<file path="config.mk">
export PLATFORM = sky130hd
export DESIGN_NAME = dama_terminal_request_context_flat
export DESIGN_NICKNAME = d
export VERILOG_FILES = /design/src/rtl/core/dtrc_pkg.sv /design/src/rtl/core/dtrc_in_if.sv /design/src/rtl/core/dtrc_out_if.sv /design/src/rtl/core/dama_terminal_request_context.sv /design/src/rtl/core/dtrc_front.sv /design/src/rtl/core/dtrc_queue.sv /design/src/rtl/core/dtrc_back.sv /design/src/flat_wrapper.sv
export SDC_FILE = /design/constraint.sdc
export NUM_CORES = 1
export LEC_CHECK = 0
export BUFFER_PORTS_ARGS = -buffer_cell sky130_fd_sc_hd__buf_2
export CAP_MARGIN = 0
export CORE_MARGIN = 2
export CORE_UTILIZATION = 25
export CTS_CLUSTER_SIZE = 40
export DETAILED_ROUTE_END_ITERATION = 6
export GPL_TIMING_DRIVEN = 0
export SYNTH_ARGS = -nofsm -noshare
export SYNTH_HDL_FRONTEND = slang
export SYNTH_SLANG_ARGS = --single-unit
export TNS_END_PERCENT = 5
</file>
<file path="constraint.sdc">
create_clock -name clk -period 51 [get_ports clk]
set_clock_uncertainty 0.15 [all_clocks]
set_input_delay 10.2 -clock clk [delete_from_list [all_inputs] [get_ports clk]]
set_output_delay 10.2 -clock clk [all_outputs]
set_load 0.05 [all_outputs]
</file>
<file path="src/rtl/core/dtrc_pkg.sv">
// ----------------------------------------------------------------------------
// dtrc_pkg: shared types and constants of the terminal request tracker
// Field widths, command and register codes, and the words passed between the
// front end, the queue and the execution back end.
// ----------------------------------------------------------------------------
`default_nettype none

package dtrc_pkg;

    localparam int RATE_BITS      = 16;
    localparam int TIMER_BITS     = 8;
    localparam int CREDIT_BITS    = 20;
    localparam int VOL_BITS       = 16;
    localparam int FPS_BITS       = 8;
    localparam int CMD_BITS       = 3;
    localparam int AMOUNT_BITS    = 16;
    localparam int TOTAL_BITS     = 18;
    localparam int TAKE_BITS      = AMOUNT_BITS + FPS_BITS;

    localparam int CFG_INDEX_BITS = 3;
    localparam int CFG_DATA_BITS  = 16;

    localparam int QUEUE_DEPTH    = 2;
    localparam int QPTR_BITS      = $clog2(QUEUE_DEPTH);
    localparam int QCNT_BITS      = $clog2(QUEUE_DEPTH + 1);

    // Command codes carried in the command field.
    localparam logic [CMD_BITS-1:0] CMD_RBDC_REQ   = 3'd0;
    localparam logic [CMD_BITS-1:0] CMD_ADD_CREDIT = 3'd1;
    localparam logic [CMD_BITS-1:0] CMD_RBDC_ALLOC = 3'd2;
    localparam logic [CMD_BITS-1:0] CMD_VBDC_REQ   = 3'd3;
    localparam logic [CMD_BITS-1:0] CMD_VBDC_ALLOC = 3'd4;
    localparam logic [CMD_BITS-1:0] CMD_FCA_ALLOC  = 3'd5;
    localparam logic [CMD_BITS-1:0] CMD_FRAME_TICK = 3'd6;
    localparam logic [CMD_BITS-1:0] CMD_READ       = 3'd7;

    // Configuration register indexes.
    localparam logic [CFG_INDEX_BITS-1:0] REG_CRA_RATE        = 3'd0;
    localparam logic [CFG_INDEX_BITS-1:0] REG_MAX_RBDC_RATE   = 3'd1;
    localparam logic [CFG_INDEX_BITS-1:0] REG_RBDC_TIMEOUT    = 3'd2;
    localparam logic [CFG_INDEX_BITS-1:0] REG_MAX_VBDC_VOLUME = 3'd3;
    localparam logic [CFG_INDEX_BITS-1:0] REG_FRAMES_PER_SF   = 3'd4;

    typedef struct packed {
        logic [RATE_BITS-1:0]  cra_rate;
        logic [RATE_BITS-1:0]  max_rbdc_rate;
        logic [TIMER_BITS-1:0] rbdc_timeout;
        logic [VOL_BITS-1:0]   max_vbdc_volume;
        logic [FPS_BITS-1:0]   frames_per_superframe;
    } cfg_t;

    // Decoded operation: at most one flag is set, none for a read.
    typedef struct packed {
        logic rbdc_req;
        logic add_credit;
        logic rbdc_alloc;
        logic vbdc_req;
        logic vbdc_alloc;
        logic fca_alloc;
        logic frame_tick;
    } op_flags_t;

    typedef struct packed {
        op_flags_t              op;
        logic [AMOUNT_BITS-1:0] amount;
    } cmd_item_t;

    typedef struct packed {
        logic [RATE_BITS-1:0]   rbdc_request_now;
        logic [CREDIT_BITS-1:0] rbdc_credit_now;
        logic [TIMER_BITS-1:0]  rbdc_timer_now;
        logic [TOTAL_BITS-1:0]  total_rate_alloc;
        logic [VOL_BITS-1:0]    vbdc_request_now;
        logic [VOL_BITS-1:0]    vbdc_per_frame;
        logic [VOL_BITS-1:0]    vbdc_alloc_total;
    } status_word_t;

endpackage

`default_nettype wire

</file>
<file path="src/rtl/core/dtrc_in_if.sv">
// ----------------------------------------------------------------------------
// dtrc_in_if: event channel
// Valid/ready channel carrying one command and its amount per word.
// ----------------------------------------------------------------------------
`default_nettype none

interface dtrc_in_if;
    logic                               valid;
    logic                               ready;
    logic [dtrc_pkg::CMD_BITS-1:0]      command;
    logic [dtrc_pkg::AMOUNT_BITS-1:0]   amount;

    modport source (output valid, output command, output amount, input ready);
    modport sink   (input valid, input command, input amount, output ready);
endinterface

`default_nettype wire

</file>
<file path="src/rtl/core/dtrc_out_if.sv">
// ----------------------------------------------------------------------------
// dtrc_out_if: status channel
// Valid/ready channel carrying one status report per word.
// ----------------------------------------------------------------------------
`default_nettype none

interface dtrc_out_if;
    logic                               valid;
    logic                               ready;
    logic [dtrc_pkg::RATE_BITS-1:0]     rbdc_request_now;
    logic [dtrc_pkg::CREDIT_BITS-1:0]   rbdc_credit_now;
    logic [dtrc_pkg::TIMER_BITS-1:0]    rbdc_timer_now;
    logic [dtrc_pkg::TOTAL_BITS-1:0]    total_rate_alloc;
    logic [dtrc_pkg::VOL_BITS-1:0]      vbdc_request_now;
    logic [dtrc_pkg::VOL_BITS-1:0]      vbdc_per_frame;
    logic [dtrc_pkg::VOL_BITS-1:0]      vbdc_alloc_total;

    modport source (
        output valid, output rbdc_request_now, output rbdc_credit_now,
        output rbdc_timer_now, output total_rate_alloc, output vbdc_request_now,
        output vbdc_per_frame, output vbdc_alloc_total, input ready
    );
    modport sink (
        input valid, input rbdc_request_now, input rbdc_credit_now,
        input rbdc_timer_now, input total_rate_alloc, input vbdc_request_now,
        input vbdc_per_frame, input vbdc_alloc_total, output ready
    );
endinterface

`default_nettype wire

</file>
<file path="src/rtl/core/dama_terminal_request_context.sv">
// ----------------------------------------------------------------------------
// dama_terminal_request_context: per-terminal DAMA request tracker
// Keeps the RBDC, VBDC, FCA and CRA bookkeeping of one terminal and reports
// the resulting request status after every event.
// ----------------------------------------------------------------------------
// Usage:
// Each word on the events channel carries one command and an amount. Every
// accepted word produces exactly one status word on the status channel, in
// order, showing the terminal state after that command.
// The front end decodes a word, registers it and hands it to a two-entry
// queue. The back end then scales a VBDC grant by the frames per superframe,
// updates the state and runs two byte-wide division steps for the rounded-up
// per-frame VBDC figure, then loads the output register. It takes the next
// word from the queue only as it finishes the current one. When the status
// receiver stalls, the finished word waits in the output register while the
// back end, the queue and the front end keep taking up to four more words.
// Reset clears all terminal state and sets frames per superframe to one and
// the other configuration registers to zero. The user must write the
// configuration port only while no word is in flight; the block itself does
// not enforce this.
// ----------------------------------------------------------------------------
`default_nettype none

module dama_terminal_request_context (
    input  wire logic                                  clk,
    input  wire logic                                  rst_n,
    input  wire logic                                  cfg_wr_en,
    input  wire logic [dtrc_pkg::CFG_INDEX_BITS-1:0]   cfg_index,
    input  wire logic [dtrc_pkg::CFG_DATA_BITS-1:0]    cfg_data,
    dtrc_in_if.sink                                    events,
    dtrc_out_if.source                                 status
);

    // Configuration registers, written one at a time by index.
    dtrc_pkg::cfg_t       cfg_reg;
    dtrc_pkg::cfg_t       cfg_next;

    // Decoded words travelling from the front end into the queue.
    dtrc_pkg::cmd_item_t  push_item;
    logic                 push_valid;
    logic                 push_ready;

    // Words leaving the queue toward the back end.
    dtrc_pkg::cmd_item_t  pop_item;
    logic                 pop_valid;
    logic                 pop_ready;

    // A write to an index beyond the register list leaves everything as is.
    always_comb
    begin
        cfg_next = cfg_reg;
        if (cfg_wr_en)
        begin
            unique case (cfg_index)
                dtrc_pkg::REG_CRA_RATE:
                    cfg_next.cra_rate = cfg_data[dtrc_pkg::RATE_BITS-1:0];
                dtrc_pkg::REG_MAX_RBDC_RATE:
                    cfg_next.max_rbdc_rate = cfg_data[dtrc_pkg::RATE_BITS-1:0];
                dtrc_pkg::REG_RBDC_TIMEOUT:
                    cfg_next.rbdc_timeout = cfg_data[dtrc_pkg::TIMER_BITS-1:0];
                dtrc_pkg::REG_MAX_VBDC_VOLUME:
                    cfg_next.max_vbdc_volume = cfg_data[dtrc_pkg::VOL_BITS-1:0];
                dtrc_pkg::REG_FRAMES_PER_SF:
                    cfg_next.frames_per_superframe = cfg_data[dtrc_pkg::FPS_BITS-1:0];
                default:
                    cfg_next = cfg_reg;
            endcase
        end
    end

    always_ff @(posedge clk or negedge rst_n)
    begin
        if (!rst_n)
        begin
            cfg_reg.cra_rate              <= '0;
            cfg_reg.max_rbdc_rate         <= '0;
            cfg_reg.rbdc_timeout          <= '0;
            cfg_reg.max_vbdc_volume       <= '0;
            cfg_reg.frames_per_superframe <= dtrc_pkg::FPS_BITS'(1);
        end
        else
        begin
            cfg_reg <= cfg_next;
        end
    end

    // Front end: takes event words and decodes the command.
    dtrc_front u_front (
        .clk        (clk),
        .rst_n      (rst_n),
        .events     (events),
        .push_item  (push_item),
        .push_valid (push_valid),
        .push_ready (push_ready)
    );

    // Queue that decouples intake from execution.
    dtrc_queue u_queue (
        .clk        (clk),
        .rst_n      (rst_n),
        .push_item  (push_item),
        .push_valid (push_valid),
        .push_ready (push_ready),
        .pop_item   (pop_item),
        .pop_valid  (pop_valid),
        .pop_ready  (pop_ready)
    );

    // Back end: applies the command and builds the status word.
    dtrc_back u_back (
        .clk        (clk),
        .rst_n      (rst_n),
        .cfg        (cfg_reg),
        .pop_item   (pop_item),
        .pop_valid  (pop_valid),
        .pop_ready  (pop_ready),
        .status     (status)
    );

endmodule

`default_nettype wire

</file>
<file path="src/rtl/core/dtrc_front.sv">
// ----------------------------------------------------------------------------
// dtrc_front: event intake and decode
// Accepts event words, decodes the command into operation flags and holds the
// decoded word in one register until the queue takes it.
// ----------------------------------------------------------------------------
`default_nettype none

module dtrc_front (
    input  wire logic                clk,
    input  wire logic                rst_n,
    dtrc_in_if.sink                  events,
    output dtrc_pkg::cmd_item_t      push_item,
    output logic                     push_valid,
    input  wire logic                push_ready
);

    logic                 valid_reg;
    logic                 valid_next;
    dtrc_pkg::cmd_item_t  item_reg;
    dtrc_pkg::op_flags_t  op_dec;
    logic                 accept;

    always_comb
    begin
        op_dec = '0;
        unique case (events.command)
            dtrc_pkg::CMD_RBDC_REQ:   op_dec.rbdc_req   = 1'b1;
            dtrc_pkg::CMD_ADD_CREDIT: op_dec.add_credit = 1'b1;
            dtrc_pkg::CMD_RBDC_ALLOC: op_dec.rbdc_alloc = 1'b1;
            dtrc_pkg::CMD_VBDC_REQ:   op_dec.vbdc_req   = 1'b1;
            dtrc_pkg::CMD_VBDC_ALLOC: op_dec.vbdc_alloc = 1'b1;
            dtrc_pkg::CMD_FCA_ALLOC:  op_dec.fca_alloc  = 1'b1;
            dtrc_pkg::CMD_FRAME_TICK: op_dec.frame_tick = 1'b1;
            dtrc_pkg::CMD_READ:       op_dec = '0;
            default:                  op_dec = '0;
        endcase
    end

    assign events.ready = !valid_reg || push_ready;
    assign accept       = events.valid && events.ready;

    always_comb
    begin
        if (accept)
            valid_next = 1'b1;
        else if (push_ready)
            valid_next = 1'b0;
        else
            valid_next = valid_reg;
    end

    always_ff @(posedge clk or negedge rst_n)
    begin
        if (!rst_n)
            valid_reg <= 1'b0;
        else
            valid_reg <= valid_next;
    end

    always_ff @(posedge clk)
    begin
        if (accept)
        begin
            item_reg.op     <= op_dec;
            item_reg.amount <= events.amount;
        end
    end

    assign push_item  = item_reg;
    assign push_valid = valid_reg;

endmodule

`default_nettype wire

</file>
<file path="src/rtl/core/dtrc_queue.sv">
// ----------------------------------------------------------------------------
// dtrc_queue: decoded command queue
// Small FIFO between the front end and the back end so each side can stall
// on its own.
// ----------------------------------------------------------------------------
`default_nettype none

module dtrc_queue (
    input  wire logic                clk,
    input  wire logic                rst_n,
    input  dtrc_pkg::cmd_item_t      push_item,
    input  wire logic                push_valid,
    output logic                     push_ready,
    output dtrc_pkg::cmd_item_t      pop_item,
    output logic                     pop_valid,
    input  wire logic                pop_ready
);

    dtrc_pkg::cmd_item_t                entries_reg [dtrc_pkg::QUEUE_DEPTH];
    logic [dtrc_pkg::QPTR_BITS-1:0]     wr_ptr_reg;
    logic [dtrc_pkg::QPTR_BITS-1:0]     rd_ptr_reg;
    logic [dtrc_pkg::QCNT_BITS-1:0]     count_reg;
    logic [dtrc_pkg::QCNT_BITS-1:0]     count_next;
    logic                               push_fire;
    logic                               pop_fire;

    assign push_ready = count_reg != dtrc_pkg::QCNT_BITS'(dtrc_pkg::QUEUE_DEPTH);
    assign pop_valid  = count_reg != '0;
    assign push_fire  = push_valid && push_ready;
    assign pop_fire   = pop_valid && pop_ready;
    assign pop_item   = entries_reg[rd_ptr_reg];

    always_comb
    begin
        count_next = count_reg;
        if (push_fire && !pop_fire)
            count_next = count_reg + 1'b1;
        else if (pop_fire && !push_fire)
            count_next = count_reg - 1'b1;
    end

    always_ff @(posedge clk or negedge rst_n)
    begin
        if (!rst_n)
        begin
            wr_ptr_reg <= '0;
            rd_ptr_reg <= '0;
            count_reg  <= '0;
        end
        else
        begin
            count_reg <= count_next;
            if (push_fire)
                wr_ptr_reg <= (wr_ptr_reg == dtrc_pkg::QPTR_BITS'(dtrc_pkg::QUEUE_DEPTH - 1))
                              ? '0 : wr_ptr_reg + 1'b1;
            if (pop_fire)
                rd_ptr_reg <= (rd_ptr_reg == dtrc_pkg::QPTR_BITS'(dtrc_pkg::QUEUE_DEPTH - 1))
                              ? '0 : rd_ptr_reg + 1'b1;
        end
    end

    always_ff @(posedge clk)
    begin
        if (push_fire)
            entries_reg[wr_ptr_reg] <= push_item;
    end

endmodule

`default_nettype wire

</file>
<file path="src/rtl/core/dtrc_back.sv">
// ----------------------------------------------------------------------------
// dtrc_back: request state execution
// Pops decoded commands, scales VBDC grants, updates the terminal state,
// divides the VBDC request over the superframe and loads the status register.
// ----------------------------------------------------------------------------
`default_nettype none

module dtrc_back (
    input  wire logic                clk,
    input  wire logic                rst_n,
    input  dtrc_pkg::cfg_t           cfg,
    input  dtrc_pkg::cmd_item_t      pop_item,
    input  wire logic                pop_valid,
    output logic                     pop_ready,
    dtrc_out_if.source               status
);

    localparam int STATE_BITS = 3;
    localparam logic [STATE_BITS-1:0] ST_IDLE   = 3'd0;
    localparam logic [STATE_BITS-1:0] ST_MUL    = 3'd1;
    localparam logic [STATE_BITS-1:0] ST_EXEC   = 3'd2;
    localparam logic [STATE_BITS-1:0] ST_DIV_HI = 3'd3;
    localparam logic [STATE_BITS-1:0] ST_DIV_LO = 3'd4;
    localparam logic [STATE_BITS-1:0] ST_HOLD   = 3'd5;

    localparam int RATE_W   = dtrc_pkg::RATE_BITS;
    localparam int CREDIT_W = dtrc_pkg::CREDIT_BITS;
    localparam int TIMER_W  = dtrc_pkg::TIMER_BITS;
    localparam int VOL_W    = dtrc_pkg::VOL_BITS;
    localparam int FPS_W    = dtrc_pkg::FPS_BITS;
    localparam int TAKE_W   = dtrc_pkg::TAKE_BITS;
    localparam int HALF_W   = VOL_W / 2;

    // One byte of restoring division: returns {remainder, quotient byte}.
    function automatic logic [2*HALF_W-1:0] div_step(
        input logic [FPS_W-1:0]  rem_in,
        input logic [HALF_W-1:0] bits_in,
        input logic [FPS_W-1:0]  divisor
    );
        logic [FPS_W:0]      r;
        logic [FPS_W-1:0]    rem;
        logic [HALF_W-1:0]   q;
        rem = rem_in;
        q   = '0;
        for (int i = HALF_W - 1; i >= 0; i--)
        begin
            r = {rem, bits_in[i]};
            if (r >= {1'b0, divisor})
            begin
                r    = r - {1'b0, divisor};
                q[i] = 1'b1;
            end
            rem = r[FPS_W-1:0];
        end
        return {rem, q};
    endfunction

    logic [STATE_BITS-1:0]  state_reg;
    logic [STATE_BITS-1:0]  state_next;

    logic [RATE_W-1:0]      rbdc_request_reg, rbdc_request_next;
    logic [CREDIT_W-1:0]    rbdc_credit_reg,  rbdc_credit_next;
    logic [TIMER_W-1:0]     rbdc_timer_reg,   rbdc_timer_next;
    logic [RATE_W-1:0]      rbdc_alloc_reg,   rbdc_alloc_next;
    logic [RATE_W-1:0]      fca_alloc_reg,    fca_alloc_next;
    logic [VOL_W-1:0]       vbdc_request_reg, vbdc_request_next;
    logic [VOL_W-1:0]       vbdc_alloc_reg,   vbdc_alloc_next;

    dtrc_pkg::cmd_item_t    item_reg;
    logic [TAKE_W-1:0]      take_reg;
    logic [VOL_W-1:0]       quot_reg;
    logic [FPS_W-1:0]       rem_reg;

    logic                   out_valid_reg;
    dtrc_pkg::status_word_t out_word_reg;
    dtrc_pkg::status_word_t out_word;

    logic [FPS_W-1:0]       fps_eff;
    logic                   out_free;
    logic                   finish_now;
    logic                   pop_fire;
    logic [2*HALF_W-1:0]    step_hi;
    logic [2*HALF_W-1:0]    step_lo;
    logic [VOL_W-1:0]       fin_quot;
    logic [FPS_W-1:0]       fin_rem;
    logic [VOL_W:0]         per_frame_sum;

    logic [CREDIT_W:0]      credit_sum;
    logic [VOL_W:0]         vreq_sum;
    logic [VOL_W:0]         valloc_sum;
    logic [TIMER_W-1:0]     timer_dec;
    logic [RATE_W-1:0]      clamped_req;

    assign fps_eff    = (cfg.frames_per_superframe == '0) ? FPS_W'(1)
                                                          : cfg.frames_per_superframe;
    assign out_free   = !out_valid_reg || status.ready;
    assign finish_now = ((state_reg == ST_DIV_LO) || (state_reg == ST_HOLD)) && out_free;
    assign pop_ready  = (state_reg == ST_IDLE) || finish_now;
    assign pop_fire   = pop_valid && pop_ready;

    always_comb
    begin
        state_next = state_reg;
        unique case (state_reg) inside
            ST_IDLE:   if (pop_fire) state_next = ST_MUL;
            ST_MUL:    state_next = ST_EXEC;
            ST_EXEC:   state_next = ST_DIV_HI;
            ST_DIV_HI: state_next = ST_DIV_LO;
            ST_DIV_LO, ST_HOLD:
            begin
                if (!out_free)
                    state_next = ST_HOLD;
                else if (pop_fire)
                    state_next = ST_MUL;
                else
                    state_next = ST_IDLE;
            end
            default:   state_next = ST_IDLE;
        endcase
    end

    // State update for the command held in item_reg.
    always_comb
    begin
        rbdc_request_next = rbdc_request_reg;
        rbdc_credit_next  = rbdc_credit_reg;
        rbdc_timer_next   = rbdc_timer_reg;
        rbdc_alloc_next   = rbdc_alloc_reg;
        fca_alloc_next    = fca_alloc_reg;
        vbdc_request_next = vbdc_request_reg;
        vbdc_alloc_next   = vbdc_alloc_reg;

        clamped_req = (item_reg.amount < cfg.max_rbdc_rate) ? item_reg.amount
                                                            : cfg.max_rbdc_rate;
        credit_sum  = {1'b0, rbdc_credit_reg} + (CREDIT_W + 1)'(item_reg.amount);
        vreq_sum    = {1'b0, vbdc_request_reg} + {1'b0, item_reg.amount};
        valloc_sum  = {1'b0, vbdc_alloc_reg} + {1'b0, item_reg.amount};
        timer_dec   = (rbdc_timer_reg != '0) ? rbdc_timer_reg - 1'b1 : '0;

        if (state_reg == ST_EXEC)
        begin
            if (item_reg.op.rbdc_req)
            begin
                rbdc_request_next = clamped_req;
                rbdc_credit_next  = '0;
                rbdc_timer_next   = cfg.rbdc_timeout;
            end
            if (item_reg.op.add_credit)
                rbdc_credit_next = credit_sum[CREDIT_W] ? '1 : credit_sum[CREDIT_W-1:0];
            if (item_reg.op.rbdc_alloc)
                rbdc_alloc_next = item_reg.amount;
            if (item_reg.op.fca_alloc)
                fca_alloc_next = item_reg.amount;
            if (item_reg.op.vbdc_req)
                vbdc_request_next = (vreq_sum > {1'b0, cfg.max_vbdc_volume})
                                    ? cfg.max_vbdc_volume : vreq_sum[VOL_W-1:0];
            if (item_reg.op.vbdc_alloc)
            begin
                vbdc_alloc_next   = valloc_sum[VOL_W] ? '1 : valloc_sum[VOL_W-1:0];
                vbdc_request_next = (TAKE_W'(vbdc_request_reg) >= take_reg)
                                    ? vbdc_request_reg - take_reg[VOL_W-1:0] : '0;
            end
            if (item_reg.op.frame_tick)
            begin
                rbdc_timer_next = timer_dec;
                if (timer_dec != '0)
                begin
                    if (rbdc_credit_reg != '0)
                    begin
                        rbdc_credit_next  = rbdc_credit_reg - 1'b1;
                        rbdc_request_next = (rbdc_request_reg == '1)
                                            ? rbdc_request_reg : rbdc_request_reg + 1'b1;
                    end
                end
                else
                begin
                    rbdc_request_next = '0;
                    rbdc_credit_next  = '0;
                end
                rbdc_alloc_next = '0;
                fca_alloc_next  = '0;
                vbdc_alloc_next = '0;
            end
        end
    end

    // Two byte-wide division steps give floor and remainder of the request.
    assign step_hi  = div_step('0, vbdc_request_reg[VOL_W-1:HALF_W], fps_eff);
    assign step_lo  = div_step(rem_reg, vbdc_request_reg[HALF_W-1:0], fps_eff);
    assign fin_quot = (state_reg == ST_DIV_LO) ? {quot_reg[VOL_W-1:HALF_W],
                                                  step_lo[HALF_W-1:0]} : quot_reg;
    assign fin_rem  = (state_reg == ST_DIV_LO) ? step_lo[2*HALF_W-1:HALF_W] : rem_reg;
    assign per_frame_sum = {1'b0, fin_quot} + (VOL_W + 1)'(fin_rem != '0);

    always_comb
    begin
        out_word.rbdc_request_now = rbdc_request_reg;
        out_word.rbdc_credit_now  = rbdc_credit_reg;
        out_word.rbdc_timer_now   = rbdc_timer_reg;
        out_word.total_rate_alloc = dtrc_pkg::TOTAL_BITS'(rbdc_alloc_reg)
                                  + dtrc_pkg::TOTAL_BITS'(fca_alloc_reg)
                                  + dtrc_pkg::TOTAL_BITS'(cfg.cra_rate);
        out_word.vbdc_request_now = vbdc_request_reg;
        out_word.vbdc_per_frame   = per_frame_sum[VOL_W-1:0];
        out_word.vbdc_alloc_total = vbdc_alloc_reg;
    end

    always_ff @(posedge clk or negedge rst_n)
    begin
        if (!rst_n)
        begin
            state_reg        <= ST_IDLE;
            rbdc_request_reg <= '0;
            rbdc_credit_reg  <= '0;
            rbdc_timer_reg   <= '0;
            rbdc_alloc_reg   <= '0;
            fca_alloc_reg    <= '0;
            vbdc_request_reg <= '0;
            vbdc_alloc_reg   <= '0;
            out_valid_reg    <= 1'b0;
        end
        else
        begin
            state_reg        <= state_next;
            rbdc_request_reg <= rbdc_request_next;
            rbdc_credit_reg  <= rbdc_credit_next;
            rbdc_timer_reg   <= rbdc_timer_next;
            rbdc_alloc_reg   <= rbdc_alloc_next;
            fca_alloc_reg    <= fca_alloc_next;
            vbdc_request_reg <= vbdc_request_next;
            vbdc_alloc_reg   <= vbdc_alloc_next;
            if (finish_now)
                out_valid_reg <= 1'b1;
            else if (status.ready)
                out_valid_reg <= 1'b0;
        end
    end

    always_ff @(posedge clk)
    begin
        if (pop_fire)
            item_reg <= pop_item;
        if (state_reg == ST_MUL)
            take_reg <= TAKE_W'(item_reg.amount) * TAKE_W'(fps_eff);
        if (state_reg == ST_DIV_HI)
        begin
            quot_reg[VOL_W-1:HALF_W] <= step_hi[HALF_W-1:0];
            rem_reg                  <= step_hi[2*HALF_W-1:HALF_W];
        end
        if (state_reg == ST_DIV_LO)
        begin
            quot_reg[HALF_W-1:0] <= step_lo[HALF_W-1:0];
            rem_reg              <= step_lo[2*HALF_W-1:HALF_W];
        end
        if (finish_now)
            out_word_reg <= out_word;
    end

    assign status.valid            = out_valid_reg;
    assign status.rbdc_request_now = out_word_reg.rbdc_request_now;
    assign status.rbdc_credit_now  = out_word_reg.rbdc_credit_now;
    assign status.rbdc_timer_now   = out_word_reg.rbdc_timer_now;
    assign status.total_rate_alloc = out_word_reg.total_rate_alloc;
    assign status.vbdc_request_now = out_word_reg.vbdc_request_now;
    assign status.vbdc_per_frame   = out_word_reg.vbdc_per_frame;
    assign status.vbdc_alloc_total = out_word_reg.vbdc_alloc_total;

endmodule

`default_nettype wire

</file>
<file path="src/flat_wrapper.sv">
// flat-port wrapper written by rule: the top's interface ports become plain ports
module dama_terminal_request_context_flat 
  (clk, rst_n, cfg_wr_en, cfg_index, cfg_data, events_valid, events_command, events_amount, events_ready, status_valid, status_rbdc_request_now, status_rbdc_credit_now, status_rbdc_timer_now, status_total_rate_alloc, status_vbdc_request_now, status_vbdc_per_frame, status_vbdc_alloc_total, status_ready);
  dtrc_in_if events_i ();
  dtrc_out_if status_i ();
  input  wire logic clk;
  input  wire logic rst_n;
  input  wire logic cfg_wr_en;
  input  wire logic [dtrc_pkg::CFG_INDEX_BITS-1:0] cfg_index;
  input  wire logic [dtrc_pkg::CFG_DATA_BITS-1:0] cfg_data;
  input wire logic [$bits(events_i.valid)-1:0] events_valid;
  input wire logic [$bits(events_i.command)-1:0] events_command;
  input wire logic [$bits(events_i.amount)-1:0] events_amount;
  output wire logic [$bits(events_i.ready)-1:0] events_ready;
  output wire logic [$bits(status_i.valid)-1:0] status_valid;
  output wire logic [$bits(status_i.rbdc_request_now)-1:0] status_rbdc_request_now;
  output wire logic [$bits(status_i.rbdc_credit_now)-1:0] status_rbdc_credit_now;
  output wire logic [$bits(status_i.rbdc_timer_now)-1:0] status_rbdc_timer_now;
  output wire logic [$bits(status_i.total_rate_alloc)-1:0] status_total_rate_alloc;
  output wire logic [$bits(status_i.vbdc_request_now)-1:0] status_vbdc_request_now;
  output wire logic [$bits(status_i.vbdc_per_frame)-1:0] status_vbdc_per_frame;
  output wire logic [$bits(status_i.vbdc_alloc_total)-1:0] status_vbdc_alloc_total;
  input wire logic [$bits(status_i.ready)-1:0] status_ready;
  assign events_i.valid = events_valid;
  assign events_i.command = events_command;
  assign events_i.amount = events_amount;
  assign events_ready = events_i.ready;
  assign status_valid = status_i.valid;
  assign status_rbdc_request_now = status_i.rbdc_request_now;
  assign status_rbdc_credit_now = status_i.rbdc_credit_now;
  assign status_rbdc_timer_now = status_i.rbdc_timer_now;
  assign status_total_rate_alloc = status_i.total_rate_alloc;
  assign status_vbdc_request_now = status_i.vbdc_request_now;
  assign status_vbdc_per_frame = status_i.vbdc_per_frame;
  assign status_vbdc_alloc_total = status_i.vbdc_alloc_total;
  assign status_i.ready = status_ready;
  dama_terminal_request_context u_core (.clk(clk), .rst_n(rst_n), .cfg_wr_en(cfg_wr_en), .cfg_index(cfg_index), .cfg_data(cfg_data), .events(events_i), .status(status_i));
endmodule
</file>
==> flow_metrics.py <==
metrics = {
    "route": {
        "top_layer_used": "met5",
        "vias": 25500,
        "drc": 0,
        "met2_length_um": 42900,
        "drtIter0Drc": 2006,
        "routedLengthMet1_um": 45120,
        "postRouteAntennaNets": 0,
        "routed_wirelength_um": 98240,
        "met3WireLength_um": 7052,
        "wl_per_cell_um": 18.85,
        "viasPerCell": 4.894,
        "dr.pass1.iters": 5,
    },
    "layout": {
        "area_growth_pct": 14.68,
        "fin_util_pct": 28.96,
        "fill_cells": 13380,
        "drive_gt1_share_pct": 11.78,
        "nets": 3952,
        "multi_input_area_mm2": 0.01872,
        "seq_area_mm2": 0.01204,
        "largest_reg_flops": 64,
    },
    "sta": {
        "rsz0062_at_grt": "false",
        "setup_viol": 0,
        "drv_slew": 0,
        "tightest_slew_ns": 1.314,
        "slew_headroom_pct": 12.37,
        "fin_setup_tns_ns": 0,
        "hold_viol": 0,
        "fmax_mhz": 41.00,
        "post-route-min-period_ns": 24.39,
        "timing.final.crit_share_pct": 47.82,
    },
    "worst_setup_path": {
        "cp_common_cell": "o21ai_0",
        "critical_path.slowest_cell": "o41ai_4",
        "critPathCaptureType": "flip-flop",
        "cp_data_arrival_time_ns": 24.60,
        "worstPathMaxFanout": 25,
        "startpoint_type": "flip-flop",
        "slowest_delay_ns": 0.81,
        "critPathKind": "reg2reg",
        "required_ns": 51.21,
    },
    "synth": {
        "syn_nets": 3733,
        "yosys_warnings": 0,
        "yosysMostFrequentCell": "nand2_1",
        "netlist_area_mm2": 0.03228,
        "async_flop_share_pct": 42.00,
        "synthFlopType": "edfxtp_1",
        "ys_seq_area_share_pct": 37.29,
        "synth.avg_cell_area_um2": 9.817,
        "ys_seq_elements": 431,
        "syn_inst": 3288,
        "yosysUniqueCellTypes": 99,
        "yosysTopAreaCellShare_pct": 23.26,
        "synth-edff-count": 250,
        "synthTopCellsByCount": "322 x nand2_1, 297 x inv_1, 282 x ha_1",
        "synth_top_area_cell": "edfxtp_1",
        "synth_area_leaders": "edfxtp_1 23%, dfrtp_1 14%, ha_1 11%",
    },
    "clocking": {
        "clock_sinks": 431,
        "cts.reportedPaths.clkPinSlew_ns": 0.06,
        "clockRootBuffer": "clkbuf_16",
        "cts_buffers": 49,
        "postCtsSetupBuffers": 0,
        "cts_htree_levels": 2,
        "cts.path.max_buffers": 3,
        "post_cts_resized": 0,
        "clk_latency_ns": 0.63,
        "cts.hold.buffers_added": 0,
        "cts_tree": "yes",
    },
    "floorplanning": {
        "row_count": 131,
        "dieArea_mm2": 0.1320,
        "coreArea_mm2": 0.1278,
        "top_level_ports": 155,
        "initial_core_util_pct": 25.25,
        "die_h_um": 363.3,
        "die_w_um": 363.3,
    },
    "run": {
        "drv_cap": 0,
    },
    "global_routing": {
        "grt_max_degree": 105,
        "antenna_found_initial": 8,
        "track_usage_pct": 14.75,
        "overflow": 0,
        "grt_pass1_wl_um": 151700,
        "grt_pass1_vias": 25170,
    },
    "place": {
        "io_buffers": 154,
        "dp_hpwl_um": 74700,
        "gp_congestion": 0.9043,
    },
    "worst_hold_path": {
        "hold_path_class": "reg2reg",
    },
    "status": {
        "status": "finished clean",
    },
}
-- per-layer routing --
| layer | vias to the layer above | global-route usage (%) |
|---|---|---|
| li1 | 12120 | - |
| met1 | 12440 | 20.56 |
| met2 | 798 | 22.87 |
| met3 | 143 | 2.880 |
| met4 | 2 | 4.703 |
| met5 | - | 0 |
-- critical path: cells and delay by family (launching register included) --
kind	cells	cell delay, ns
compound gates	49	11.67
xor+xnor	1	0.14
fa+ha+maj	10	3.01
buf+inv	11	2.79
flops	1	0.36
mux	3	0.90
simple gates	27	5.08
-- area by class of cell --
class                      instances  share of cell area, %
clock buffer                      62                  3.583
tap                             1662                  5.617
timing repair buffer             168                  2.670
inverter                         303                  3.093
multi-input combinational       2449                  50.56
antenna                            1               0.006760
clock inverter                    30                 0.8585
buffer                           105                  1.098
sequential                       431                  32.52
-- path summary, 6_finish.rpt --
path	from	depth (start not counted)	slack (ns)	end
setup / recovery	u_core.cfg_reg[7]	101	26.61	u_core.u_back.status.vbdc_per_frame[12]
min in group asynchronous	rst_n	1	9.39	u_core.u_back.vbdc_alloc_reg[15]
setup reg to reg	u_core.cfg_reg[7]	101	26.61	u_core.u_back.status.vbdc_per_frame[12]
max in group asynchronous	rst_n	2	40.32	u_core.u_back.vbdc_request_reg[13]
hold / removal	u_core.u_front.push_item[16]	0	0.29	u_core.u_queue.entries_reg[1][16]
hold reg to reg	u_core.u_front.push_item[16]	0	0.29	u_core.u_queue.entries_reg[1][16]
-- per-stage QoR --
stage                     cells  worst slack [ns]  hold slack [ns]  instance area (um^2)
after floorplan            3288             31.23           0.2715                 32280
after global placement     5104             26.28           0.2760                 35130
after detailed placement   5117             26.78           0.2811                 35370
after CTS                  5209             26.66           0.2926                 37010
after global routing       5210             24.48           0.2981                 37020
final                      5211             26.61           0.2878                 37020
-- placed cells by master, fill, tap and decap left out, drive strengths merged, types with 35 or more instances in the layout --
cell / n
mux2: 108
a21o: 50
and2: 63
nor2b: 41
nand2: 322
ha: 282
clkbuf: 156
xnor2: 111
nand3: 47
nor2: 221
nand2b: 35
xor2: 52
dfrtp: 180
nor3: 65
a21oi: 174
a21boi: 42
buf: 179
mux2i: 66
edfxtp: 250
o21ai: 274
inv: 307
fa: 120
-- cell families after synthesis --
kind of cell / after synthesis / synth area share, %
adders and majority gates: 402 / 18.37
buffers and inverters: 408 / 4.803
muxes: 174 / 5.814
and+or+nand+nor: 927 / 13.80
AOI/OAI and AO/OA: 783 / 15.49
xor gates and xnor gates: 163 / 4.423
DFF: 431 / 37.29
Power is left out: the tool's default activity adds up to more than one toggle a clock period on the data nets, which glitch-free logic cannot reach.
